### config.mk
export PLATFORM = sky130hd
export DESIGN_NAME = fsd_pack
export DESIGN_NICKNAME = d
export VERILOG_FILES = /design/src/hw/rtl/assert_macros.svh /design/src/hw/rtl/fsd_pkg.sv /design/src/hw/rtl/fsd_pack.sv
export SDC_FILE = /design/constraint.sdc
export NUM_CORES = 1
export LEC_CHECK = 0
export BUFFER_PORTS_ARGS = -buffer_cell sky130_fd_sc_hd__buf_4
export CORE_MARGIN = 2
export CORE_UTILIZATION = 25
export DETAILED_ROUTE_END_ITERATION = 8
export PLACE_DENSITY = 0.43
export SYNTH_ARGS = -nofsm -noshare
export SYNTH_HDL_FRONTEND = slang
export SYNTH_SLANG_ARGS = --single-unit
### constraint.sdc
create_clock -name aclk -period 3.3 [get_ports aclk]
set_input_delay 0.495 -clock aclk [delete_from_list [all_inputs] [get_ports aclk]]
set_output_delay 0.495 -clock aclk [all_outputs]
set_load 0.01 [all_outputs]
### src/hw/rtl/assert_macros.svh
// Assertion helpers for the RTL that checks itself
`ifndef ASSERT_MACROS_SVH
`define ASSERT_MACROS_SVH

// Check on every clock edge outside reset
`define FSD_ASSERT(lbl, prop, msg) \
    lbl: assert property (@(posedge aclk) disable iff (!aresetn) prop) else $error(msg);

// Check on every clock edge, reset included
`define FSD_ASSERT_ALWAYS(lbl, prop, msg) \
    lbl: assert property (@(posedge aclk) prop) else $error(msg);

`endif

### src/hw/rtl/fsd_pkg.sv
`timescale 1ns / 1ps

package fsd_pkg;

    // Frame geometry and error precision
    localparam int LINE_PIXELS     = 606;
    localparam int LINE_COUNT      = 808;
    localparam int WORDS_PER_LINE  = 38;
    localparam int ERROR_FRAC_BITS = 8;

    localparam int COL_W   = $clog2(LINE_PIXELS);
    localparam int ROW_W   = $clog2(LINE_COUNT);
    localparam int ADDR_W  = 15;
    localparam int WORD_W  = 16;
    localparam int PIXEL_W = 24;
    localparam int TDATA_W = 32;

    // Luminance, stored error, working sum, product and saturation input widths
    localparam int LUM_W  = ERROR_FRAC_BITS + 8;
    localparam int ERR_W  = ERROR_FRAC_BITS + 12;
    localparam int VAL_W  = ERR_W + 2;
    localparam int PROD_W = VAL_W + 3;
    localparam int SAT_W  = PROD_W + 1;

    // Luminance scaling from the 8 fraction bits of the weighted sum
    localparam int LUM_SHL = (ERROR_FRAC_BITS >= 8) ? ERROR_FRAC_BITS - 8 : 0;
    localparam int LUM_SHR = (ERROR_FRAC_BITS >= 8) ? 0 : 8 - ERROR_FRAC_BITS;

    localparam logic signed [VAL_W-1:0] THRESHOLD   = VAL_W'(255 << (ERROR_FRAC_BITS - 1));
    localparam logic signed [VAL_W-1:0] WHITE_LEVEL = VAL_W'(255 << ERROR_FRAC_BITS);

    localparam logic signed [SAT_W-1:0] ERR_HI = SAT_W'((1 << (ERR_W - 1)) - 1);
    localparam logic signed [SAT_W-1:0] ERR_LO = ~ERR_HI;

    localparam int FRAME_WORDS = LINE_COUNT * WORDS_PER_LINE;

    // One pixel on its way from the feed stage to the diffusion stage
    typedef struct packed {
        logic [LUM_W-1:0] lum;
        logic [COL_W-1:0] col;
        logic [ROW_W-1:0] row;
        logic             last_col;
        logic             last_row;
    } pix_t;

    // Packer status towards the stage control
    typedef struct packed {
        logic emit;
        logic room;
    } pack_stat_t;

    // Clamp a working value to the stored error range
    function automatic logic signed [ERR_W-1:0] sat_err(input logic signed [SAT_W-1:0] v);
        logic signed [ERR_W-1:0] r;
        if (v > ERR_HI) begin
            r = ERR_HI[ERR_W-1:0];
        end else if (v < ERR_LO) begin
            r = ERR_LO[ERR_W-1:0];
        end else begin
            r = v[ERR_W-1:0];
        end
        return r;
    endfunction

endpackage

### src/hw/rtl/fsd_pack.sv
`timescale 1ns / 1ps

module fsd_pack (
    input  logic                        aclk,
    input  logic                        aresetn,
    input  logic                        pix_valid,
    input  logic                        fire,
    input  fsd_pkg::pix_t               pix,
    input  logic                        white,
    input  logic                        m_tready,
    output fsd_pkg::pack_stat_t         stat,
    output logic                        m_tvalid,
    output logic [fsd_pkg::TDATA_W-1:0] m_tdata,
    output logic                        m_tlast
);

    localparam int WW = fsd_pkg::WORD_W;
    localparam int AW = fsd_pkg::ADDR_W;

    logic [WW-1:0] shift_reg, shift_next;
    logic          out_valid_reg, out_valid_next;
    logic [WW-1:0] bits_reg, bits_next;
    logic [AW-1:0] addr_reg, addr_next;
    logic          end_reg, end_next;

    logic [3:0]    slot;
    logic          emit;
    logic [WW-1:0] shifted;
    logic [31:0]   addr_full;

    assign slot = pix.col[3:0];
    assign emit = pix_valid && ((slot == 4'd15) || pix.last_col);

    // Gather pixels and compute the word address
    always_comb begin
        shifted   = {shift_reg[WW-2:0], white};
        addr_full = 32'(pix.row) * 32'(fsd_pkg::WORDS_PER_LINE) + 32'(pix.col >> 4);
    end

    // Load the output register, drop it once taken
    always_comb begin
        shift_next     = shift_reg;
        out_valid_next = out_valid_reg;
        bits_next      = bits_reg;
        addr_next      = addr_reg;
        end_next       = end_reg;
        if (out_valid_reg && m_tready) begin
            out_valid_next = 1'b0;
        end
        if (fire) begin
            shift_next = shifted;
            if (emit) begin
                shift_next     = '0;
                out_valid_next = 1'b1;
                bits_next      = shifted << (4'd15 - slot);
                addr_next      = addr_full[AW-1:0];
                end_next       = pix.last_col && pix.last_row;
            end
        end
    end

    always_ff @(posedge aclk) begin
        if (!aresetn) begin
            shift_reg     <= '0;
            out_valid_reg <= 1'b0;
        end else begin
            shift_reg     <= shift_next;
            out_valid_reg <= out_valid_next;
        end
    end

    always_ff @(posedge aclk) begin
        bits_reg <= bits_next;
        addr_reg <= addr_next;
        end_reg  <= end_next;
    end

    assign stat.emit = emit;
    assign stat.room = !out_valid_reg || m_tready;

    assign m_tvalid = out_valid_reg;
    assign m_tdata  = {{(fsd_pkg::TDATA_W - WW - AW){1'b0}}, addr_reg, bits_reg};
    assign m_tlast  = end_reg;

endmodule

* Yosys cells after proc, flatten, opt, wreduce, memory -nomap -nowiden *
Index checks and enable logic that the tools add are counted.

cells by class
  add/sub/neg operators = 2
  multipliers = 1
  equal/unequal tests = 1
  shift-type cells = 1
  muxes and demuxes = 4
  reductions and logical operators = 7

operators by type and width
  operator               number
  $shl 16x4->16          1
  $add 15x6->15          1
  $mux 15                1
  $mul 10x5->14 const B  1
  $eq 4x4->1 const B     1
  $sub 4x4->4 const A    1
  $logic_and 1x1->1      3
  $mux 1                 3
  $logic_or 1x1->1       2
  $reduce_and 2->1       1
  $logic_not 1->1        1

storage, ports and cells
  flip-flop bits (word level) = 48
  input bits = 44
  output and inout port bits = 36
  logic and storage cells = 21

* Longest topological paths before layout *
  depth after elaboration = 5
  gate-level depth with buffers = 13
  gate-level depth less buffers = 13

* Worst setup path after synthesis *
OpenSTA, ideal clock, no wires.

  path type = input to register
  start point = in pix[4] (netlist bit)
  end point = reg addr_reg[14] (data pin)
  library setup time = 258 ps
  arrival = 2878 ps
  required time = 3042 ps
  path slack = 164 ps
  cell stages on the path = 12
  path buffers = 0
  cells stage by stage = ha_1 -> inv_1 -> fa_1 -> inv_1 -> ha_1 -> a21oi_1 -> nand2_4 -> o211ai_2 -> a31oi_2 -> mux2i_1 -> a2111o_1 -> xnor2_1

on the way
  longest elaborated chain between the ends = 2

ends and longest elaborated chain
  item                    line            text
  start: declaration      fsd_pack.sv:8   input fsd_pkg::pix_t pix,
  $mul 10x5->14           fsd_pack.sv:37  addr_full = 32'(pix.row) * 32'(fsd_pkg::WORDS_PER_LINE) + 32'(pix.col >> 4);
  $add 15x6->15           fsd_pack.sv:37
  via addr_full[14]       fsd_pack.sv:29  logic [31:0] addr_full;
  end signal: assignment  fsd_pack.sv:74  addr_reg <= addr_next;
  end: declaration        fsd_pack.sv:23  logic [AW-1:0] addr_reg, addr_next;

The timed path passes the listed nets, and every way through them passes these cells.
A chain may end at the register's enable or synchronous reset.

* Final worst setup path *
  start point = in pix[7] (netlist bit)
  end point = reg addr_reg[14] (data pin)

Same word-level chain as after synthesis.

==> metrics <==
status complete, no violations; Detail Placement HPWL 5920 um; fin cells 602; reg2reg path depth 4; layout cells sized above 1 25.1%; leakage power 1.92 nW; cell breakdown of the critical path buf_4 -> ha_1 -> inv_1 -> fa_1 -> inv_1 -> ha_1 -> a21oi_1 -> nand2_4 -> o211ai_2 -> a31oi_2 -> mux2i_1 -> a2111o_1 -> xnor2_1; reg-to-reg startpoint shift_reg[0]$_SDFFE_PN0P_; Initial Util 25.8%; Avg WL per Cell 11.9 um; Slew HR 66.7%; vias per cell 4.33; GR Util All Layers 10.3%; Final Hold Vio Count 0; Net Sw Power 0.000589 W; Max Freq 0.327 GHz; worst skew pair latency 0.29 ns; clock buffer depth 2; antenna viol nets, final 0; Die Area 0.0147 sq mm; Syn. warnings 0; Final Critical Period 3.06 ns; R2R Path End bits_reg[7]$_SDFFCE_PN0P_; CTS tree done; synthesized area per cell 9.93 sq um; WHS Endpoint addr_reg[0]$_DFFE_PP_; RSZ-0062 raised after global routing no; # resized after CTS 0; Hold Path Depth 1; Setup crit start kind input port; root buffer cell clkbuf_16; largest net degree at the start of global routing 33; register bit total from synthesis 48; footprint of the multi-input gates 0.00196 sq mm; fin crit share 92.7%; commonest non-fill, non-tap cell in the layout buf_4; Slew @ Worst Pin 0.498 ns; pwr dens 455 mW/mm^2; Post-CTS Setup Repair Bufs 0; Die X 121 um; # DRC 0; Seq/Total Area, Yosys 37.2%; most frequent cells in the layout buf_4, mux2i_1, nor2_1, edfxtp_1; initial antenna violation count 0; CP endpoint kind register; WHS 0.387 ns; Antenna diodes 0; CTS sink cnt 48; WP data arrival 3.10 ns; first drt pass iteration count 4; total gr overflow 0; Top FF cell, synth edfxtp_1; final layout net count 505; clock network power share 26.8%; Hold Startpoint pix[16]; max FFs per register 16; row cnt 42; Pins Over Slew Limit 0; io pins 80; CP max stage delay 0.49 ns; fraction of registers with async set or reset after synthesis 0%; number of global-route vias before repair 2508; Synth Instances 347; PnR worst setup slack 0.240 ns; post-synthesis net count 427; fin util 32.8%; sequential fraction of design power 35.6%; crit path kind input port to register; cts bufs inserted 5; dpl cells 594; register area 0.00128 sq mm; Post-Syn Area 0.00344 sq mm; clock-pin slew on the worst setup and hold paths 0.06 ns; largest fanout on the critical path 4; post-synth cell types 52; Comb pwr share 37.6%; Die Span Y 121 um; Worst path slowest cell fa_1; routed via count 2604; Clock Skew 0.00307 ns; Post-Route WL 7170 um; # hold bufs at CTS 0; Fillers 1432; EDFF count, synth 32; Worst R2R Setup Slack 1.78 ns; post-place setup slack -0.0806 ns; Hold Path Class input port to register; core area 0.0133 sq mm; Max Cap Viol 0; Critical Path RT 3.34 ns; H-tree depth 2; Final Setup Violations 0; area delta synth->final 27.2%; placer congestion estimate 0.773; Max IR drop VDD 0.180 mV; drt initial violations 72; first-pass GRT wire length 12000 um; Sw Share 29.6%; setup_tns 0 ns; PortBufs 62; P_int 0.00140 W
==> worst max path at each step <==
stage | from | endpoint
final | pix[7] | addr_reg[14]$_DFFE_PP_
after global routing | pix[7] | addr_reg[14]$_DFFE_PP_
after CTS | pix[7] | addr_reg[14]$_DFFE_PP_
after detailed placement | pix[7] | addr_reg[14]$_DFFE_PP_
after global placement | pix[7] | addr_reg[14]$_DFFE_PP_
after floorplan | pix[4] | addr_reg[14]$_DFFE_PP_
==> synth_stat cells (4+ instances only) <==
library cell	instances	area, sq um
dfxtp_1	16	320
o21ai_0	15	75.1
nand3_1	13	65.1
nor2b_1	9	56.3
fa_1	7	140
nor2_1	32	120
edfxtp_1	32	961
mux2i_1	32	320
xnor2_1	14	123
and2_1	4	25.0
inv_1	29	109
o211ai_1	4	30.0
a21oi_1	20	100
ha_1	29	363
nand2_1	25	93.8
xor2_1	7	61.3
clkbuf_1	5	18.8
==> through the flow <==
step           power [W]  instance area (sq um)
2_1_floorplan    0.00122                   3440
3_3_place_gp     0.00148                   4220
3_5_place_dp     0.00148                   4220
4_1_cts          0.00203                   4380
5_1_grt          0.00213                   4380
6_report         0.00199                   4380
==> area by class of cell <==
type / instances / share of cell area [%]
inverter: 30 / 2.57
sequential: 48 / 29.2
clock inverter: 1 / 0.114
multi-input combinational: 254 / 44.8
clock buffer: 7 / 3.51
timing repair buffer: 86 / 14.7
tap: 176 / 5.03
==> power by group through the flow <==
stage / clock, W / combinational [W] / sequential [W]
final: 0.000534 / 0.000748 / 0.000710
after global routing: 0.000574 / 0.000844 / 0.000713
after CTS: 0.000560 / 0.000761 / 0.000711
after detailed placement: 0 / 0.000758 / 0.000724
after global placement: 0 / 0.000755 / 0.000724
after floorplan: 0 / 0.000485 / 0.000735
==> layer usage <==
metal / global-route usage, % / up-vias / part of all wire [%] / wire length [um]
met2: 17.7 / 47 / 48 / 3470
li1: - / 1369 / - / -
met3: 1.69 / 6 / 3.3 / 235
met5: 0 / - / 0 / 0
met4: 3.66 / 0 / 1.6 / 114
met1: 12.9 / 1182 / 47 / 3350
==> worst max-delay path: cells and delay by family <==
family,cells,cell delay (ns)
xor+xnor,1,0.13
simple gates,1,0.09
compound gates,4,0.94
mux,1,0.13
buf+inv,3,0.22
fa+ha+maj,3,1.08
==> cell families (layout without fill, tap and decap cells) <==
family	after synthesis	in the layout	synth area share, %
mux	37	37	11.9
buf+inv	45	124	5.81
fa+ha+maj	36	36	14.6
simple gates	100	100	14.0
flops	48	48	37.2
compound gates	59	59	11.0
other cells	1	1	0.109
xor+xnor	21	21	5.34
Power figures use the tool's default switching activity.
