<file path="src/hw/rtl/assert_macros.svh">
// Assertion helpers for the RTL that checks itself
`ifndef ASSERT_MACROS_SVH
`define ASSERT_MACROS_SVH

// Check on every clock edge outside reset
`define FSD_ASSERT(lbl, prop, msg) \
    lbl: assert property (@(posedge aclk) disable iff (!aresetn) prop) else $error(msg);

// Check on every clock edge, reset included
`define FSD_ASSERT_ALWAYS(lbl, prop, msg) \
    lbl: assert property (@(posedge aclk) prop) else $error(msg);

`endif

</file>
<file path="src/hw/rtl/fsd_pkg.sv">
`timescale 1ns / 1ps

package fsd_pkg;

    // Frame geometry and error precision
    localparam int LINE_PIXELS     = 606;
    localparam int LINE_COUNT      = 808;
    localparam int WORDS_PER_LINE  = 38;
    localparam int ERROR_FRAC_BITS = 8;

    localparam int COL_W   = $clog2(LINE_PIXELS);
    localparam int ROW_W   = $clog2(LINE_COUNT);
    localparam int ADDR_W  = 15;
    localparam int WORD_W  = 16;
    localparam int PIXEL_W = 24;
    localparam int TDATA_W = 32;

    // Luminance, stored error, working sum, product and saturation input widths
    localparam int LUM_W  = ERROR_FRAC_BITS + 8;
    localparam int ERR_W  = ERROR_FRAC_BITS + 12;
    localparam int VAL_W  = ERR_W + 2;
    localparam int PROD_W = VAL_W + 3;
    localparam int SAT_W  = PROD_W + 1;

    // Luminance scaling from the 8 fraction bits of the weighted sum
    localparam int LUM_SHL = (ERROR_FRAC_BITS >= 8) ? ERROR_FRAC_BITS - 8 : 0;
    localparam int LUM_SHR = (ERROR_FRAC_BITS >= 8) ? 0 : 8 - ERROR_FRAC_BITS;

    localparam logic signed [VAL_W-1:0] THRESHOLD   = VAL_W'(255 << (ERROR_FRAC_BITS - 1));
    localparam logic signed [VAL_W-1:0] WHITE_LEVEL = VAL_W'(255 << ERROR_FRAC_BITS);

    localparam logic signed [SAT_W-1:0] ERR_HI = SAT_W'((1 << (ERR_W - 1)) - 1);
    localparam logic signed [SAT_W-1:0] ERR_LO = ~ERR_HI;

    localparam int FRAME_WORDS = LINE_COUNT * WORDS_PER_LINE;

    // One pixel on its way from the feed stage to the diffusion stage
    typedef struct packed {
        logic [LUM_W-1:0] lum;
        logic [COL_W-1:0] col;
        logic [ROW_W-1:0] row;
        logic             last_col;
        logic             last_row;
    } pix_t;

    // Packer status towards the stage control
    typedef struct packed {
        logic emit;
        logic room;
    } pack_stat_t;

    // Clamp a working value to the stored error range
    function automatic logic signed [ERR_W-1:0] sat_err(input logic signed [SAT_W-1:0] v);
        logic signed [ERR_W-1:0] r;
        if (v > ERR_HI) begin
            r = ERR_HI[ERR_W-1:0];
        end else if (v < ERR_LO) begin
            r = ERR_LO[ERR_W-1:0];
        end else begin
            r = v[ERR_W-1:0];
        end
        return r;
    endfunction

endpackage

</file>
<file path="src/hw/rtl/fsd_feed.sv">
`timescale 1ns / 1ps

module fsd_feed (
    input  logic                      aclk,
    input  logic                      aresetn,
    input  logic                      accept,
    input  logic                      fire,
    input  logic [fsd_pkg::PIXEL_W-1:0] pixel,
    output logic [fsd_pkg::COL_W-1:0] rd_addr,
    output logic                      pix_valid,
    output fsd_pkg::pix_t             pix
);

    logic [fsd_pkg::COL_W-1:0] col_reg, col_next;
    logic [fsd_pkg::ROW_W-1:0] row_reg, row_next;
    logic                      valid_reg, valid_next;
    fsd_pkg::pix_t             pix_reg, pix_next;

    logic        at_last_col;
    logic        at_last_row;
    logic [15:0] wsum;
    logic [31:0] lum_wide;

    // Weighted luminance sum, 8 fraction bits
    always_comb begin
        wsum = (16'(pixel[23:16]) * 16'd77) + (16'(pixel[15:8]) * 16'd150)
             + (16'(pixel[7:0]) * 16'd29);
        lum_wide = ((32'(wsum) << fsd_pkg::LUM_SHL) >> fsd_pkg::LUM_SHR);
    end

    assign at_last_col = (col_reg == fsd_pkg::COL_W'(fsd_pkg::LINE_PIXELS - 1));
    assign at_last_row = (row_reg == fsd_pkg::ROW_W'(fsd_pkg::LINE_COUNT - 1));

    // Advance the raster position and capture the item
    always_comb begin
        col_next   = col_reg;
        row_next   = row_reg;
        valid_next = valid_reg;
        pix_next   = pix_reg;
        if (fire) begin
            valid_next = 1'b0;
        end
        if (accept) begin
            valid_next        = 1'b1;
            pix_next.lum      = lum_wide[fsd_pkg::LUM_W-1:0];
            pix_next.col      = col_reg;
            pix_next.row      = row_reg;
            pix_next.last_col = at_last_col;
            pix_next.last_row = at_last_row;
            if (at_last_col) begin
                col_next = '0;
                row_next = at_last_row ? '0 : row_reg + 1'b1;
            end else begin
                col_next = col_reg + 1'b1;
            end
        end
    end

    always_ff @(posedge aclk) begin
        if (!aresetn) begin
            col_reg   <= '0;
            row_reg   <= '0;
            valid_reg <= 1'b0;
        end else begin
            col_reg   <= col_next;
            row_reg   <= row_next;
            valid_reg <= valid_next;
        end
    end

    always_ff @(posedge aclk) begin
        pix_reg <= pix_next;
    end

    assign rd_addr   = col_reg;
    assign pix_valid = valid_reg;
    assign pix       = pix_reg;

endmodule

</file>
<file path="config.mk">
export PLATFORM = sky130hd
export DESIGN_NAME = fsd_feed
export DESIGN_NICKNAME = d
export VERILOG_FILES = /design/src/hw/rtl/assert_macros.svh /design/src/hw/rtl/fsd_pkg.sv /design/src/hw/rtl/fsd_feed.sv
export SDC_FILE = /design/constraint.sdc
export NUM_CORES = 1
export LEC_CHECK = 0
export ABC_AREA = 1
export BUFFER_PORTS_ARGS = -buffer_cell sky130_fd_sc_hd__buf_2
export CAP_MARGIN = 20
export CORE_MARGIN = 10
export CORE_UTILIZATION = 50
export CTS_BUF_LIST = sky130_fd_sc_hd__clkbuf_16
export DETAILED_ROUTE_END_ITERATION = 12
export PLACE_DENSITY = 0.71
export SETUP_SLACK_MARGIN = 0.02
export SYNTH_ARGS = -nofsm -noshare
export SYNTH_HDL_FRONTEND = slang
export SYNTH_SLANG_ARGS = --single-unit
</file>
<file path="constraint.sdc">
create_clock -name aclk -period 15.7 [get_ports aclk]
set_input_delay 0.785 -clock aclk [delete_from_list [all_inputs] [get_ports aclk]]
set_output_delay 0.785 -clock aclk [all_outputs]
set_load 0.03 [all_outputs]
</file>
Word-level counts from Yosys, hierarchy flattened
Cells that the tools add are included.

operators by class
  add/subtract/negate cells = 4
  multiply operators = 3
  eq/ne operators = 2
  mux-type cells = 4
  reductions and logical operators = 2

operator list
  kind                                               number
  multiplier 8 x 7 -> 15 bit, second input constant  2
  adder 10 x 1 -> 10 bit, second input constant      2
  == test 10 bit, second input constant              2
  two-way mux 10 bit                                 2
  adder 15 x 16 -> 16 bit                            1
  adder 16 x 13 -> 16 bit                            1
  multiplier 8 x 5 -> 13 bit, second input constant  1
  two-way mux 1 bit                                  2
  AND reduction 2 bit                                1
  nonzero test 2 bit                                 1

storage, ports and cells
  flip-flop bits (word level) = 59
  bits of input ports = 28
  output and inout bits = 49
  logic and storage cells = 23

Longest topological paths before layout
  depth in word-level cells = 3
  gate-level depth with buffers = 27
  depth with buffers taken out = 27

Worst setup path before layout
No wires, ideal clock.

  path kind = in2reg
  start = input port pixel[11] in the netlist's numbering
  end = register pix_reg, in the netlist pix[37], data pin
  library setup time = 0.253 ns
  arrival time = 5.980 ns
  data required time = 15.447 ns
  slack = 9.467 ns
  stages on the path = 25
  path buffers = 0
  cell sequence = ha_1 -> ha_1 -> ha_1 -> inv_1 -> fa_1 -> inv_1 -> ha_1 -> a21oi_1 -> o21ai_0 -> a21oi_1 -> xnor2_1 -> fa_1 -> fa_1 -> inv_1 -> fa_1 -> fa_1 -> inv_1 -> ha_1 -> nand2_1 -> inv_1 -> nand3_1 -> o21bai_1 -> nand2_1 -> nand3_1 -> nand2_1

between the ends
  cells in the longest elaborated chain, start to end = 3

RTL lines
  element                     line            source
  start, declared             fsd_feed.sv:8   input logic [fsd_pkg::PIXEL_W-1:0] pixel,
  multiplier 8 x 7 -> 15 bit  fsd_feed.sv:26  wsum = (16'(pixel[23:16]) * 16'd77) + (16'(pixel[15:8]) * 16'd150)
  adder 15 x 16 -> 16 bit     fsd_feed.sv:26
  adder 16 x 13 -> 16 bit     fsd_feed.sv:27  + (16'(pixel[7:0]) * 16'd29);
  named net wsum[15]          fsd_feed.sv:21  logic [15:0] wsum;
  end signal, assigned        fsd_feed.sv:72  pix_reg <= pix_next;
  end, declared               fsd_feed.sv:17  fsd_pkg::pix_t pix_reg, pix_next;

The timed path passes the listed nets, and every way through them passes these cells.
A chain may end at the register's enable or synchronous reset.

Worst setup path in the final report
Ends and elaborated chain as after synthesis.

==> summary.md <==
| Metric | Value |
|---|---|
| Std cell rows | `39` |
| Final setup violating endpoints | `0` |
| Maximum frequency from static timing analysis | `156 MHz` |
| Hold violation count in the final report | `0` |
| Antenna violations before repair | `0` |
| Crit path largest cell delay | `0.54 ns` |
| H-tree lvl count | `3` |
| Setup Crit Path Kind | `in -> reg` |
| Actual transition at the worst max-transition pin | `0.997 ns` |
| Number of maximum-capacitance violations | `0` |
| Nets@finish | `about 890` |
| Count of placed standard cells including taps | `849` |
| Mapped cell area | `5770 um2` |
| Number of violations reported at the end of detailed-routing iteration 0 | `205` |
| Average detailed-routed wire length per instance | `13.8 um` |
| Overflow left after global routing | `0` |
| Vias in the first global route | `~4500` |
| Sequential standard cell area | `1560 um2` |
| Final core utilization | `58.7%` |
| Global-route wire length before repair | `approximately 21000 um` |
| Largest fanout of any net on the critical path | `5` |
| Crit path time final | `6.41 ns` |
| Chip Height | `127 um` |
| Worst-case headroom to the max-slew limit | `33.6%` |
| Total CTS buffers | `9` |
| Number of storage elements in the synthesis netlist | `59` |
| Num ports | `77` |
| Via count | `4355` |
| Number of buffers added on ports | `76` |
| Die Span X | `127 um` |
| Slowest cell on the critical path | `sky130_fd_sc_hd__fa_1` |
| Synth Warn # | `0` |
| CTS Buffer Depth | `2` |
| Area growth from synthesis to final layout | `15.6%` |
| Count of pins over their slew limit | `0` |
| Hold crit path type | `reg -> reg` |
| Critical Path Source Type | `input pin` |
| Cell count after synthesis | `630` |
| Total nets after synthesis | `804` |
| Worst clock skew | `0.00426 ns` |
| Post-detailed-placement half-perimeter wirelength | `10400 um` |
| Area of the die | `about 16000 um2` |
| Router iterations before antenna repair | `6` |
| Setup repair after global routing missed its margin | `false` |
| Later-pin clock latency in the skew report | `roughly 0.32 ns` |
| CTS Root Buffer Type | `sky130_fd_sc_hd__clkbuf_16` |
| Starting density of the core | `just over 50%` |
| Register area share after synthesis | `about 27%` |
| Critical path required time | `around 16 ns` |
| Clock tree from TritonCTS | `built` |
| Result of the run | `finished, final reports clean` |
| Post-Syn Area per Cell | `9.16 um2` |
| Post-route ant nets | `0` |
| Signal arrival time at the worst endpoint | `about 6.5 ns` |
| Asr flop ratio synth | `0%` |
| Drt via density | `5.03` |
| Dominant register cell in the synthesized netlist | `sky130_fd_sc_hd__edfxtp_1` |
| ANT cells | `0` |
| Number of fill cells | `between 900 and 1000` |
| Post-CTS setup buffer count | `0` |
| DRT Wirelength | `between 10000 and 15000 um` |
| Clock transition at the register clock pins on the worst setup and hold paths after CTS | `0.05 ns` |
| Overall global routing resource usage | `between 10% and 20%` |
| Placeable core region | `11400 um2` |
| Largest net degree at the start of global routing | `46` |
| Crit end category | `flip-flop` |
| Count of flip-flops with a built-in enable after synthesis | `38` |
| CTS hold repair buffers | `0` |
| Fraction of layout instances using a drive strength above 1 | `around 16%` |
| Routability cong. | `0.936` |
| Accumulated negative setup slack | `0 ns` |
| Post-cts resize count | `0` |
| Sinks on Clock Net | `between 50 and 60` |
| Area occupied by multi-input gates | `3700 um2` |
| Library cells used by synthesis | `34` |
| Final period util | `40.8%` |
| Max reg flops | `38` |
| Post-Layout Cell Count | `865` |
| Drt drc | `0` |
## routing by layer
metal	vias to the layer above	part of all wire [%]	global-route usage [%]
met5	-	0	0
met4	0	2.3	6.23
met3	21	6.1	3.56
met2	120	47	25.2
met1	2020	45	18.5
li1	2194	-	-
## area by class of cell
class / instances / share of cell area [%]
Multi-Input combinational cell: 435 / 55.4
Clock buffer: 9 / 3.38
Timing Repair Buffer: 76 / 5.70
Sequential cell: 59 / 23.4
Clock inverter: 7 / 1.73
Inverter: 136 / 7.65
Tap cell: 143 / 2.68
## Yosys cell counts, types with 3 or more instances
cell	number	area [um2]
sky130_fd_sc_hd__edfxtp_1	38	1140
sky130_fd_sc_hd__nor2_1	40	150
sky130_fd_sc_hd__nand2_1	109	409
sky130_fd_sc_hd__nor3_1	9	45.0
sky130_fd_sc_hd__dfxtp_1	21	420
sky130_fd_sc_hd__o21ai_0	6	30.0
sky130_fd_sc_hd__nand4_1	10	62.6
sky130_fd_sc_hd__a21oi_1	30	150
sky130_fd_sc_hd__nor2_2	7	43.8
sky130_fd_sc_hd__xnor2_1	6	52.6
sky130_fd_sc_hd__nand3_1	29	145
sky130_fd_sc_hd__fa_1	56	1120
sky130_fd_sc_hd__inv_1	132	495
sky130_fd_sc_hd__ha_1	90	1130
sky130_fd_sc_hd__xor2_1	19	166
sky130_fd_sc_hd__o21bai_1	3	22.5
## cells in the final DEF, fill, tap and decap left out, drive strengths merged, types with 19 or more instances in the layout
cell type and n:
nor2 48, nand2 111, a21oi 30, edfxtp 38, xor2 19, ha 90
nand3 30, fa 56, dfxtp 21, inv 135, buf 76
## path summary, 6_finish.rpt
path         startpoint    endpoint  slack, ns  depth (start not counted)
min           pix_valid   pix_valid       0.47                          2
min reg2reg   pix_valid   pix_valid       0.47                          2
max           pixel[11]     pix[37]       9.29                         26
max reg2reg  rd_addr[0]  row_reg[5]      14.00                          8
## cells by family after synthesis
family          Yosys count  share of synthesized area (%)
flops                    59                           27.1
simple gates            217                           16.8
compound gates           47                           4.58
buf+inv                 136                           8.85
xor+xnor                 25                           3.80
fa+ha+maj               146                           39.0
## worst max-delay path, delay by kind of cell
kind | cells | cell delay, ns
AO/OA/AOI/OAI | 4 | 0.64
XOR/XNOR | 1 | 0.17
adder cells (fa/ha/maj) | 10 | 4.05
buffers and inverters | 6 | 0.40
AND/OR/NAND/NOR | 5 | 0.43
## metrics by stage
stage	area [um2]	worst slack (ns)	hold WS (ns)
after floorplan	5770	9.47	0.456
after detailed placement	6330	8.96	0.463
after global routing	6670	9.03	0.507
after global placement	6330	9.12	0.456
after CTS	6670	9.31	0.471
final	6670	9.29	0.472
Power is not shown: default switching activity piles up to over one toggle a cycle in this logic, so the estimate is an artifact.
