===== src/hw/rtl/assert_macros.svh =====
// Assertion helpers for the RTL that checks itself
`ifndef ASSERT_MACROS_SVH
`define ASSERT_MACROS_SVH

// Check on every clock edge outside reset
`define FSD_ASSERT(lbl, prop, msg) \
    lbl: assert property (@(posedge aclk) disable iff (!aresetn) prop) else $error(msg);

// Check on every clock edge, reset included
`define FSD_ASSERT_ALWAYS(lbl, prop, msg) \
    lbl: assert property (@(posedge aclk) prop) else $error(msg);

`endif


===== src/hw/rtl/fsd_ram.sv =====
`timescale 1ns / 1ps

module fsd_ram #(
    parameter int WIDTH = 8,
    parameter int DEPTH = 16
) (
    input  logic                     aclk,
    input  logic                     we,
    input  logic [$clog2(DEPTH)-1:0] waddr,
    input  logic [WIDTH-1:0]         wdata,
    input  logic                     re,
    input  logic [$clog2(DEPTH)-1:0] raddr,
    output logic [WIDTH-1:0]         rdata
);

    logic [WIDTH-1:0] mem [DEPTH];
    logic [WIDTH-1:0] rdata_reg;

    // Write port
    always_ff @(posedge aclk) begin
        if (we) begin
            mem[waddr] <= wdata;
        end
    end

    // Registered read, held while not enabled
    always_ff @(posedge aclk) begin
        if (re) begin
            rdata_reg <= mem[raddr];
        end
    end

    assign rdata = rdata_reg;

endmodule


===== config.mk =====
export PLATFORM = sky130hd
export DESIGN_NAME = fsd_ram
export DESIGN_NICKNAME = d
export VERILOG_FILES = /design/src/hw/rtl/assert_macros.svh /design/src/hw/rtl/fsd_ram.sv
export SDC_FILE = /design/constraint.sdc
export NUM_CORES = 1
export LEC_CHECK = 0
export ABC_CLOCK_PERIOD_IN_PS = 1700
export BUFFER_PORTS_ARGS = -buffer_cell sky130_fd_sc_hd__buf_4
export CAP_MARGIN = 20
export CORE_MARGIN = 2
export CORE_UTILIZATION = 40
export DETAILED_ROUTE_END_ITERATION = 12
export MAX_ROUTING_LAYER = met4
export PLACE_DENSITY = 0.64
export SETUP_SLACK_MARGIN = 0.15
export SYNTH_ARGS = -nofsm -noshare
export SYNTH_HDL_FRONTEND = slang
export SYNTH_SLANG_ARGS = --single-unit
export TNS_END_PERCENT = 1

===== constraint.sdc =====
create_clock -name aclk -period 1.7 [get_ports aclk]
set_input_delay 0.34 -clock aclk [delete_from_list [all_inputs] [get_ports aclk]]
set_output_delay 0.34 -clock aclk [all_outputs]
set_load 0.03 [all_outputs]

# --- Word-level counts from Yosys, hierarchy flattened ---
# Memories as Yosys holds them, arrays and structs flattened. A register that Yosys moved wholly into a read port is not among the register bits.
# Cells that the tools add are included.
# W data, S select, Z words.
word_totals:
  inputBits: 19
  output_inout_bits: 8
  word_cells: 3
  mem_count: 1
  regBits: 0
  mem_bits_rw: 128
op_classes:
  muxes: 2
mem_list:
  columns: ["name", "words", "word_bits", "rd", "rd_ports_with_merged_regs", "wr", "line_no", "text"]
  rows:
  - ["mem", 16, 8, 1, 1, 1, "fsd_ram.sv:16", "logic [WIDTH-1:0] mem [DEPTH];"]
ops:
  columns: ["operator", "n"]
  rows:
  - ["$mux W1", 2]

# --- Logic depth before layout (Yosys ltp) ---
# Gate-level depths: netlist of run 1.
logic_depth:
  ltp_word: 2
  ltp_mapped: 5
  depth_no_buf: 3

# --- Worst setup path before layout of run 1 ---
# No wires, ideal clock.
synth_timing:
  path_kind: "input to register"
  startpoint: "input waddr[2]"
  endpoint: "memory mem[0][0] (enable)"
  setup_ps: 383
  n_path_buf: 0
  arrival_ps: 1450
  cell_stages: 2
  required_time_ps: 1317
  slack_ps: -133
  cell_sequence: "or3b_2 > nor3_1"
synth_rtl:
  columns: ["element", "line_no", "text"]
  rows:
  - ["start: declaration", "fsd_ram.sv:9", "input logic [$clog2(DEPTH)-1:0] waddr,"]
  - ["end: declaration", "fsd_ram.sv:16", null]
# No word-level cell before the write port.

==> results of run 1 <==
## through the flow
stage               setup slack [ns]  std cells  TNS [ns]
finish                        0.1776        483         0
global route                  0.1491        483         0
CTS                           0.1619        483         0
detailed placement           -0.2169        451    -1.123
global placement             -0.2280        451    -1.009
floorplan                    0.09385        229         0
## metal layers
metal	vias up	share of wire [%]
met1	1294	43
met4	0	1.7
met3	13	5.2
met2	82	50
li1	1112	-
met5	-	0
## worst max-delay path, delay by kind of cell, from the launching register on
family / cells / cell delay (ns)
flip-flops: 1 / 0.35
AND/OR/NAND/NOR: 1 / 0.12
AO/OA/AOI/OAI: 1 / 0.29
multiplexers: 1 / 0.49
## worst max path at each step
stage                          start   endpoint  slack, ns  cells after the start
after floorplan             waddr[2]  mem[3][0]       0.09                      2
after global placement      raddr[0]   rdata[4]      -0.23                      6
after detailed placement    raddr[0]   rdata[2]      -0.22                      5
after CTS                 mem[11][2]   rdata[2]       0.16                      3
after global routing       mem[9][4]   rdata[4]       0.15                      3
final                     mem[11][2]   rdata[2]       0.18                      3
## layout by cell type (no fill, tap or decap)
master / synthesis / final
clkbuf_16: 0 / 17
and2b_1: 1 / 1
mux4_1: 14 / 7
clkinv_1: 0 / 3
or3b_2: 1 / 1
a22oi_1: 16 / 15
nand3b_1: 2 / 2
buf_4: 1 / 57
bufinv_16: 0 / 5
nand2_1: 9 / 9
nor3_2: 0 / 1
a22oi_2: 0 / 1
clkinv_4: 0 / 1
edfxtp_1: 136 / 136
nor3_1: 4 / 3
buf_12: 0 / 3
nor2b_1: 1 / 1
nand2b_1: 2 / 2
mux4_2: 18 / 25
nor2_1: 13 / 13
and2_1: 1 / 1
clkinvlp_4: 0 / 3
nand3_1: 1 / 1
clkinv_2: 0 / 3
## cells by family after synthesis
family | after synthesis
flops | 136
simple gates | 35
compound gates | 16
buf+inv | 10
mux | 32
## final cells by class
class	instances	area [um^2]	area share [%]
sequential	136	4084	63.21
multi-input combinational	83	1041	16.11
timing repair buffer	60	488.0	7.552
clock buffer	17	425.4	6.584
tap	172	215.2	3.331
clock inverter	15	207.7	3.215
## power by group
part	internal [mW]	leakage [nW]	total [mW]	switching, mW
Sequential	3.78	1.24	3.80	0.0216
Combinational	0.190	0.659	0.426	0.235
Clock	2.57	0.301	3.85	1.28
==> run summary, run 1 <==
Yosys warning count: 0
Max Fclk: 656.9 MHz
number of CTS-inserted buffers: 17
drt pass-1 iters: 4
core area: 0.01267 mm^2
synthesized flop and latch total: 136
area grow syn2layout: 23.60%
critical path endpoint category: register
Clk pin slew, worst setup/hold paths: 0.06 ns
worst r2r dst: rdata[2]
pwr dens: 1250 mW/mm^2
Initial Util: 41.26%
Setup-failing EPs final: 0
Critical Path AT: 1.67 ns
Crit-path slowest cell: mux4_2
share of cells above drive strength 1: 37.62%
ys flop type: edfxtp_1
FF-to-FF Start: mem[11][2]
total clock sinks: 136
commonest cells in the netlist: edfxtp_1, mux4_2, a22oi_1
period utilization: 89.55%
hold_sp: re
Total GRT Usage: 16.19%
# resized after CTS: 0
CTS H-tree lvls: 4
Layout Nets: 317
CP Launch Type: register
Final ANT Viol Nets: 0
FP Rows: 41
hold crit path type: in2reg
CP max FO: 1
count of cell types in the netlist: 18
Max Slew Vio Count: 0
Worst-Margin Slew: 0.7855 ns
Post-Syn Area: 0.005228 mm^2
sequential element share of the synthesized area: 78.12%
Mapped Cells: 229
Post-Route Utilization: 50.99%
Filler cells: 995
drc violations: 0
hold endpoint: rdata[1]
RSZ-0062 raised after global routing: yes
clk_lat worst skew: 0.41 ns
Top Ports: 27
Hold Buf Count CTS: 0
via count: 2501
post-synthesis simple-gate area fraction: 3.135%
clock root buffer: clkbuf_16
combinational family with the most area after synthesis: multiplexers
Final Hold Fails: 0
final instance area: 0.006461 mm^2
Critical Path RT: 1.84 ns
multiplexer area fraction after synthesis: 14.79%
most common cell in the netlist: edfxtp_1
met3 Usage GRT: 3.571%
R2R depth: 3
clk_skew: 0.005829 ns
setup bufs post-CTS: 0
top-area cell type share of the netlist area: 78.12%
Placer Congestion: 0.7770
CP max stage delay: 0.49 ns
Final Critical Period: 1.522 ns
first-pass GRT wire length: 15610 um
pin count of the biggest net entering global routing: 18
final WL: 10270 um
DR iter-0 viols: 313
WHS: 0.2385 ns
Ant. Diodes: 0
area of the die: 0.01400 mm^2
total gr overflow: 0
CP cell instances: mux4_2 > a22oi_1 > nand2_1
CTS tree: built
hpwl dp: 6810 um
Post-synth ARST share: 0%
largest area contributor in the netlist: edfxtp_1
relative slew slack: 47.44%
LEAKAGE: 2.196 nW
XOR/XNOR Fraction of Synth Area: 0%
worst hold path cell count: 1
crit path kind: reg2reg
reg2reg setup slack: 0.18 ns
compound-gate portion of the synthesized area: 2.298%
worst IR drop on VDD: 826.3 uV
vias in the first global route: 2621
Port Buffers: 26
ranking of synthesized cells by area: edfxtp_1, mux4_2, mux4_1
Syn Nets: 248
DP Area: 0.005823 mm^2
most used routing layer: met2
met2 Use GR: 25.79%
via/cell ratio: 5.178
Routed WL per cell: 21.26 um
Max-cap violations: 0
CTS Buffer Depth: 2
antenna violations before repair: 0
Die X: 118.3 um
Post-synth EDFFs: 136
number of flip-flops in the largest register: 128
total power: 8.079 mW
die height: 118.3 um
GR met1 Demand/Resource: 20.18%
status: complete, no violations
synthesized area per cell: 22.83 um^2
post-synthesis adder-cell area fraction: 0%
Power figures use the tool's default switching activity.
==> run 2, diff against run 1 <==
CORE_UTILIZATION = 54   (was 40)
GPL_TIMING_DRIVEN = 0   (was unset)
PLACE_DENSITY = 0.8   (was 0.64)
==> run 2 against run 1 <==
  * Worst hold slack lost 0.13 ns
  * Clock-buffer cell count grew 3
  * Routed wire length shrank 5.0%
  * Sequential power is essentially flat
  * Non-clock buffer count shrank 22
  * Power shrank 7.3%
  * Clock power shrank 15%
  * Largest cell class unchanged
  * Highest routed layer unchanged
==> run summary, run 2 (same netlist as run 1, synthesis figures left out) <==
Top Ports: 27 (unchanged)
CTS Buffer Depth: 2 (unchanged)
pin count of the biggest net entering global routing: 17 (-1)
CTS tree: built
post-route setup TNS: 0 ns (unchanged)
FP Rows: 35 (-15%)
FF-to-FF Start: mem[5][0]
leading cell type in the layout, fill and taps excluded: edfxtp_1
Placer Congestion: 0.7172 (-7.7%)
share of cells above drive strength 1: 31.60% (-6.0 points)
clk_lat worst skew: 0.52 ns (+0.11 ns)
drc violations: 0 (unchanged)
clk_skew: 0.01946 ns (+0.01363 ns)
Routed WL per cell: 23.39 um (+10%)
Setup-failing EPs final: 0 (unchanged)
Layout Nets: 295 (-6.9%)
crit path kind: reg2reg
Max Slew Vio Count: 0 (unchanged)
LEAKAGE: 2.027 nW (-7.7%)
Critical Path RT: 1.95 ns (+0.11 ns)
worst IR drop on VDD: 753.4 uV (-8.8%)
CP Capture Point: rdata[0]
reg2reg setup slack: 0.16 ns (-0.02 ns)
core area: 0.009328 mm^2 (-26%)
Final Hold Fails: 0 (unchanged)
area of the die: 0.01048 mm^2 (-25%)
RSZ-0062 raised after global routing: no
vias in the first global route: 2578 (-1.6%)
hold crit path type: in2reg
Clk pin slew, worst setup/hold paths: 0.06 ns (about the same)
number of CTS-inserted buffers: 17 (unchanged)
DP Area: 0.005587 mm^2 (-4.1%)
Port Buffers: 25 (-3.8%)
Ant. Diodes: 0 (unchanged)
Worst-Margin Slew: 0.8091 ns (+0.02365 ns)
hpwl dp: 6216 um (-8.7%)
Max-cap violations: 0 (unchanged)
pwr dens: 1224 mW/mm^2 (-2.1%)
first-pass GRT wire length: 14780 um (-5.3%)
Hold Buf Count CTS: 0 (unchanged)
clock root buffer: clkbuf_8
Final Critical Period: 1.537 ns (+0.01511 ns)
final instance area: 0.006120 mm^2 (-5.3%)
period utilization: 90.44% (+0.89 points)
critical path endpoint category: register
Max Fclk: 650.4 MHz (-0.98%)
Post-Route Utilization: 65.61% (+15 points)
total gr overflow: 0 (unchanged)
most frequent cells in the layout: edfxtp_1, buf_4, mux4_2
R2R depth: 3 (unchanged)
DR iter-0 viols: 293 (-6.4%)
Die X: 102.4 um (-13%)
area grow syn2layout: 17.07%
setup ws final: 0.1625 ns (-0.01511 ns)
Final ANT Viol Nets: 0 (unchanged)
Setup WS pre-CTS: -0.3511 ns (-0.1342 ns)
total clock sinks: 136 (unchanged)
relative slew slack: 45.86% (-1.6 points)
# resized after CTS: 0 (unchanged)
Total GRT Usage: 21.66% (+5.5 points)
number of flip-flops in the largest register: 128 (unchanged)
setup bufs post-CTS: 0 (unchanged)
CTS H-tree lvls: 4 (unchanged)
CP Launch Type: register
antenna violations before repair: 0 (unchanged)
drt pass-1 iters: 5 (+1)
via count: 2420 (-3.2%)
status: complete, no violations
worst r2r dst: rdata[0]
die height: 102.4 um (-13%)
final WL: 9755 um (-5.0%)
CP max FO: 1 (unchanged)
via/cell ratio: 5.803 (+12%)
Initial Util: 56.04% (+15 points)
CP startpoint: mem[5][0]
Critical Path AT: 1.78 ns (+0.11 ns)
run 2: changes by cell type in the layout (fill, tap and decap cells not counted), moves of 2 or more:
cell | before | now
buf_6 | 0 | 2
buf_12 | 3 | 0
clkinv_2 | 3 | 5
clkdlybuf4s25_2 | 0 | 3
buf_4 | 57 | 27
buf_2 | 0 | 4
bufinv_16 | 5 | 2
buf_8 | 0 | 2
clkbuf_1 | 0 | 3
run 2: stage by stage:
stage                     total power [mW]  hold slack, ns  cells
after floorplan                      4.094          0.4389    229
after global placement               4.257          0.6194    383
after detailed placement             4.277          0.6226    386
after CTS                            7.529         0.08700    417
after global routing                 7.713         0.09769    417
final                                7.489          0.1107    417
run 2: area by class of cell:
class                   count  area [um^2]
flip-flops and latches    136         4084
fillers                   596         3208
multi-input cells          83         1036
clock buffers              20        425.4
repair buffers             28        207.7
well taps                 129        161.4
clock inverters            11        107.6
plain buffers              10        97.59
run 2: worst min-delay path by stage:
stage,startpoint,end,slack (ns),cells after the start
final,re,rdata[7],0.11,1
after global routing,re,rdata[7],0.1,1
after CTS,re,rdata[7],0.09,1
after detailed placement,re,rdata[7],0.62,1
after global placement,re,rdata[1],0.62,1
after floorplan,wdata[0],mem[0][0],0.44,0
run 2: critical path: stages (launching register included):
cell and delay [ns]:
edfxtp_1 0.37, mux4_1 0.57, a22oi_1 0.22, nand2_1 0.11
run 2: report_power, final:
group          internal (mW)  total, mW  leakage [nW]  switching [mW]
clock network           2.05       3.28         0.259            1.23
registers               3.78       3.80          1.24          0.0186
logic                  0.173      0.411         0.531           0.238
total                   6.00       7.49          2.03            1.49
run 2: metal layers:
| metal | vias up | track usage [%] | part of all wire (%) |
|---|---|---|---|
| met3 | 14 | 6.498 | 9.2 |
| met2 | 113 | 31.78 | 49 |
| met4 | 0 | 9.538 | 1.8 |
| li1 | 1070 | - | - |
| met5 | - | - | 0 |
| met1 | 1223 | 28.49 | 40 |
==> run 3, diff against run 2 <==
==> constraint.sdc (replaced) <==
create_clock -name aclk -period 1.7 [get_ports aclk]
set_input_delay 0.085 -clock aclk [delete_from_list [all_inputs] [get_ports aclk]]
set_output_delay 0.085 -clock aclk [all_outputs]
set_load 0.03 [all_outputs]
==> run 3 against run 2 <==
  * Flip-flop and latch count stayed put
  * Worst hold slack better by 0.035 ns
  * Power is 0.81% higher
  * Via count is 6.5% higher
  * First-iteration DRC count is 1.0% higher
  * Maximum frequency is 0.95% lower
  * Cell count is 2.9% higher
  * Global-route usage is 0.99 points higher
  * Setup slack worse by 0.015 ns
==> run summary, run 3 (same netlist as run 1, synthesis figures left out) <==
total power: 7.549 mW (+0.81%)
Clock power frac: 44.0% (+0.2 points)
share of cells above drive strength 1: 28.00% (-3.6 points)
Filler cells: 583 (-2.2%)
CTS H-tree lvls: 4 (unchanged)
Setup WS pre-CTS: -0.07017 ns (+0.2809 ns)
worst r2r dst: rdata[7]
Port Buffers: 25 (unchanged)
Final Critical Period: 1.552 ns (+0.01473 ns)
hold endpoint: rdata[0]
reg2reg setup slack: 0.15 ns (about the same)
Max Fclk: 644.2 MHz (-0.95%)
Max Slew Vio Count: 0 (unchanged)
Critical Path RT: 1.96 ns (about the same)
internal power: 6.021 mW (+0.33%)
clk_lat worst skew: 0.52 ns (about the same)
hpwl dp: 6111 um (-1.7%)
setup bufs post-CTS: 0 (unchanged)
Die X: 102.4 um (unchanged)
Ant. Diodes: 0 (unchanged)
Max-cap violations: 0 (unchanged)
hold_sp: raddr[1]
CTS Buffer Depth: 2 (unchanged)
Total GRT Usage: 22.66% (+0.99 points)
leading cell type in the layout, fill and taps excluded: edfxtp_1
R2R depth: 3 (unchanged)
hold crit path type: in2reg
clk_skew: 0.01040 ns (-0.009053 ns)
via/cell ratio: 6.007 (+3.5%)
WHS: 0.1452 ns (+0.03456 ns)
Routed WL per cell: 23.92 um (+2.2%)
post-route setup TNS: 0 ns (unchanged)
total gr overflow: 0 (unchanged)
FP Rows: 35 (unchanged)
relative slew slack: 44.43% (-1.4 points)
antenna violations before repair: 0 (unchanged)
switching share of power: 20.24% (+0.38 points)
drc violations: 0 (unchanged)
core area: 0.009328 mm^2 (unchanged)
Critical Path AT: 1.81 ns (+0.03 ns)
area of the die: 0.01048 mm^2 (unchanged)
CP max FO: 1 (unchanged)
number of CTS-inserted buffers: 17 (unchanged)
Final Hold Fails: 0 (unchanged)
total clock sinks: 136 (unchanged)
die height: 102.4 um (unchanged)
setup ws final: 0.1478 ns (-0.01473 ns)
worst hold path cell count: 4 (+3)
final WL: 10260 um (+5.2%)
area grow syn2layout: 19.60%
P_sw: 1.528 mW (+2.7%)
worst IR drop on VDD: 540.9 uV (-28%)
most frequent cells in the layout: edfxtp_1, buf_4, mux4_2
RSZ-0062 raised after global routing: yes
number of flip-flops in the largest register: 128 (unchanged)
Combinational Power Share: 5.7% (+0.2 points)
FF-to-FF Start: mem[7][7]
DR iter-0 viols: 296 (+1.0%)
status: complete, no violations
first-pass GRT wire length: 15440 um (+4.5%)
crit path kind: reg2reg
vias in the first global route: 2598 (+0.78%)
LEAKAGE: 2.097 nW (+3.5%)
Layout Nets: 306 (+3.7%)
Setup-failing EPs final: 0 (unchanged)
pwr dens: 1207 mW/mm^2 (-1.3%)
Final ANT Viol Nets: 0 (unchanged)
clock root buffer: clkbuf_8
Post-Route Utilization: 67.03% (+1.4 points)
Worst-Margin Slew: 0.8305 ns (+0.02135 ns)
CTS tree: built
via count: 2577 (+6.5%)
Initial Util: 56.04% (unchanged)
Placer Congestion: 0.7540 (+5.1%)
critical path endpoint category: register
Seq pwr share: 50.3% (-0.4 points)
period utilization: 91.31% (+0.87 points)
CP Launch Type: register
pin count of the biggest net entering global routing: 17 (unchanged)
drt pass-1 iters: 5 (unchanged)
Top Ports: 27 (unchanged)
Clk pin slew, worst setup/hold paths: 0.06 ns (about the same)
[run 3: changes by cell type in the layout (fill, tap and decap cells not counted), moves of 2 or more]
cell           previous run  this run
dlygate4sd3_1             0        11
mux4_2                   25        18
buf_8                     2         0
mux4_1                    7        14
[run 3: cell type report]
type / instances / area (um^2) / area share (%)
Sequential cell: 136 / 4084 / 65.32
Multi-Input combinational cell: 83 / 1067 / 17.07
Clock buffer: 21 / 429.2 / 6.864
Timing Repair Buffer: 39 / 317.8 / 5.083
Tap cell: 129 / 161.4 / 2.582
Clock inverter: 11 / 106.4 / 1.701
Buffer: 10 / 86.33 / 1.381
[run 3: through the flow]
| stage | cells | area, um^2 |
|---|---|---|
| 2_1_floorplan | 229 | 5233 |
| 3_3_place_gp | 383 | 5582 |
| 3_5_place_dp | 386 | 5602 |
| 6_report | 429 | 6252 |
| 4_1_cts | 429 | 6252 |
| 5_1_grt | 429 | 6252 |
[run 3: power groups by stage]
stage	logic [mW]	registers, mW	clock network [mW]
final	0.428	3.80	3.32
after global routing	0.458	3.81	3.48
after CTS	0.430	3.80	3.35
after detailed placement	0.403	3.87	0
after global placement	0.390	3.86	0
after floorplan	0.191	3.90	0
[run 3: worst max-delay path by stage]
stage / start / endpoint / slack, ns / cells past startpoint
after floorplan: raddr[0] / rdata[1] / 0.33 / 5
after detailed placement: waddr[2] / mem[3][3] / -0.07 / 3
final: mem[7][7] / rdata[7] / 0.15 / 3
after CTS: mem[2][0] / rdata[0] / 0.15 / 3
after global placement: waddr[2] / mem[8][2] / -0.13 / 3
after global routing: waddr[1] / mem[1][2] / 0.1 / 4
[run 3: per-layer routing]
metal	track usage, %	wire (um)
met5	-	0
met2	33.35	5094
met1	30.41	3980
met4	10.67	280
met3	5.335	904
[run 3: what timing repair did]
action	4_1_cts	5_1_grt
gates resized for setup	1	0
endpoints found under the hold margin	145	0
setup endpoints to repair	1	34
hold buffers	11	0
[run 3: worst max-delay path, stage by stage, from the launching register on]
cell	delay [ns]
edfxtp_1	0.37
mux4_2	0.51
a22oi_1	0.30
nand2_1	0.11
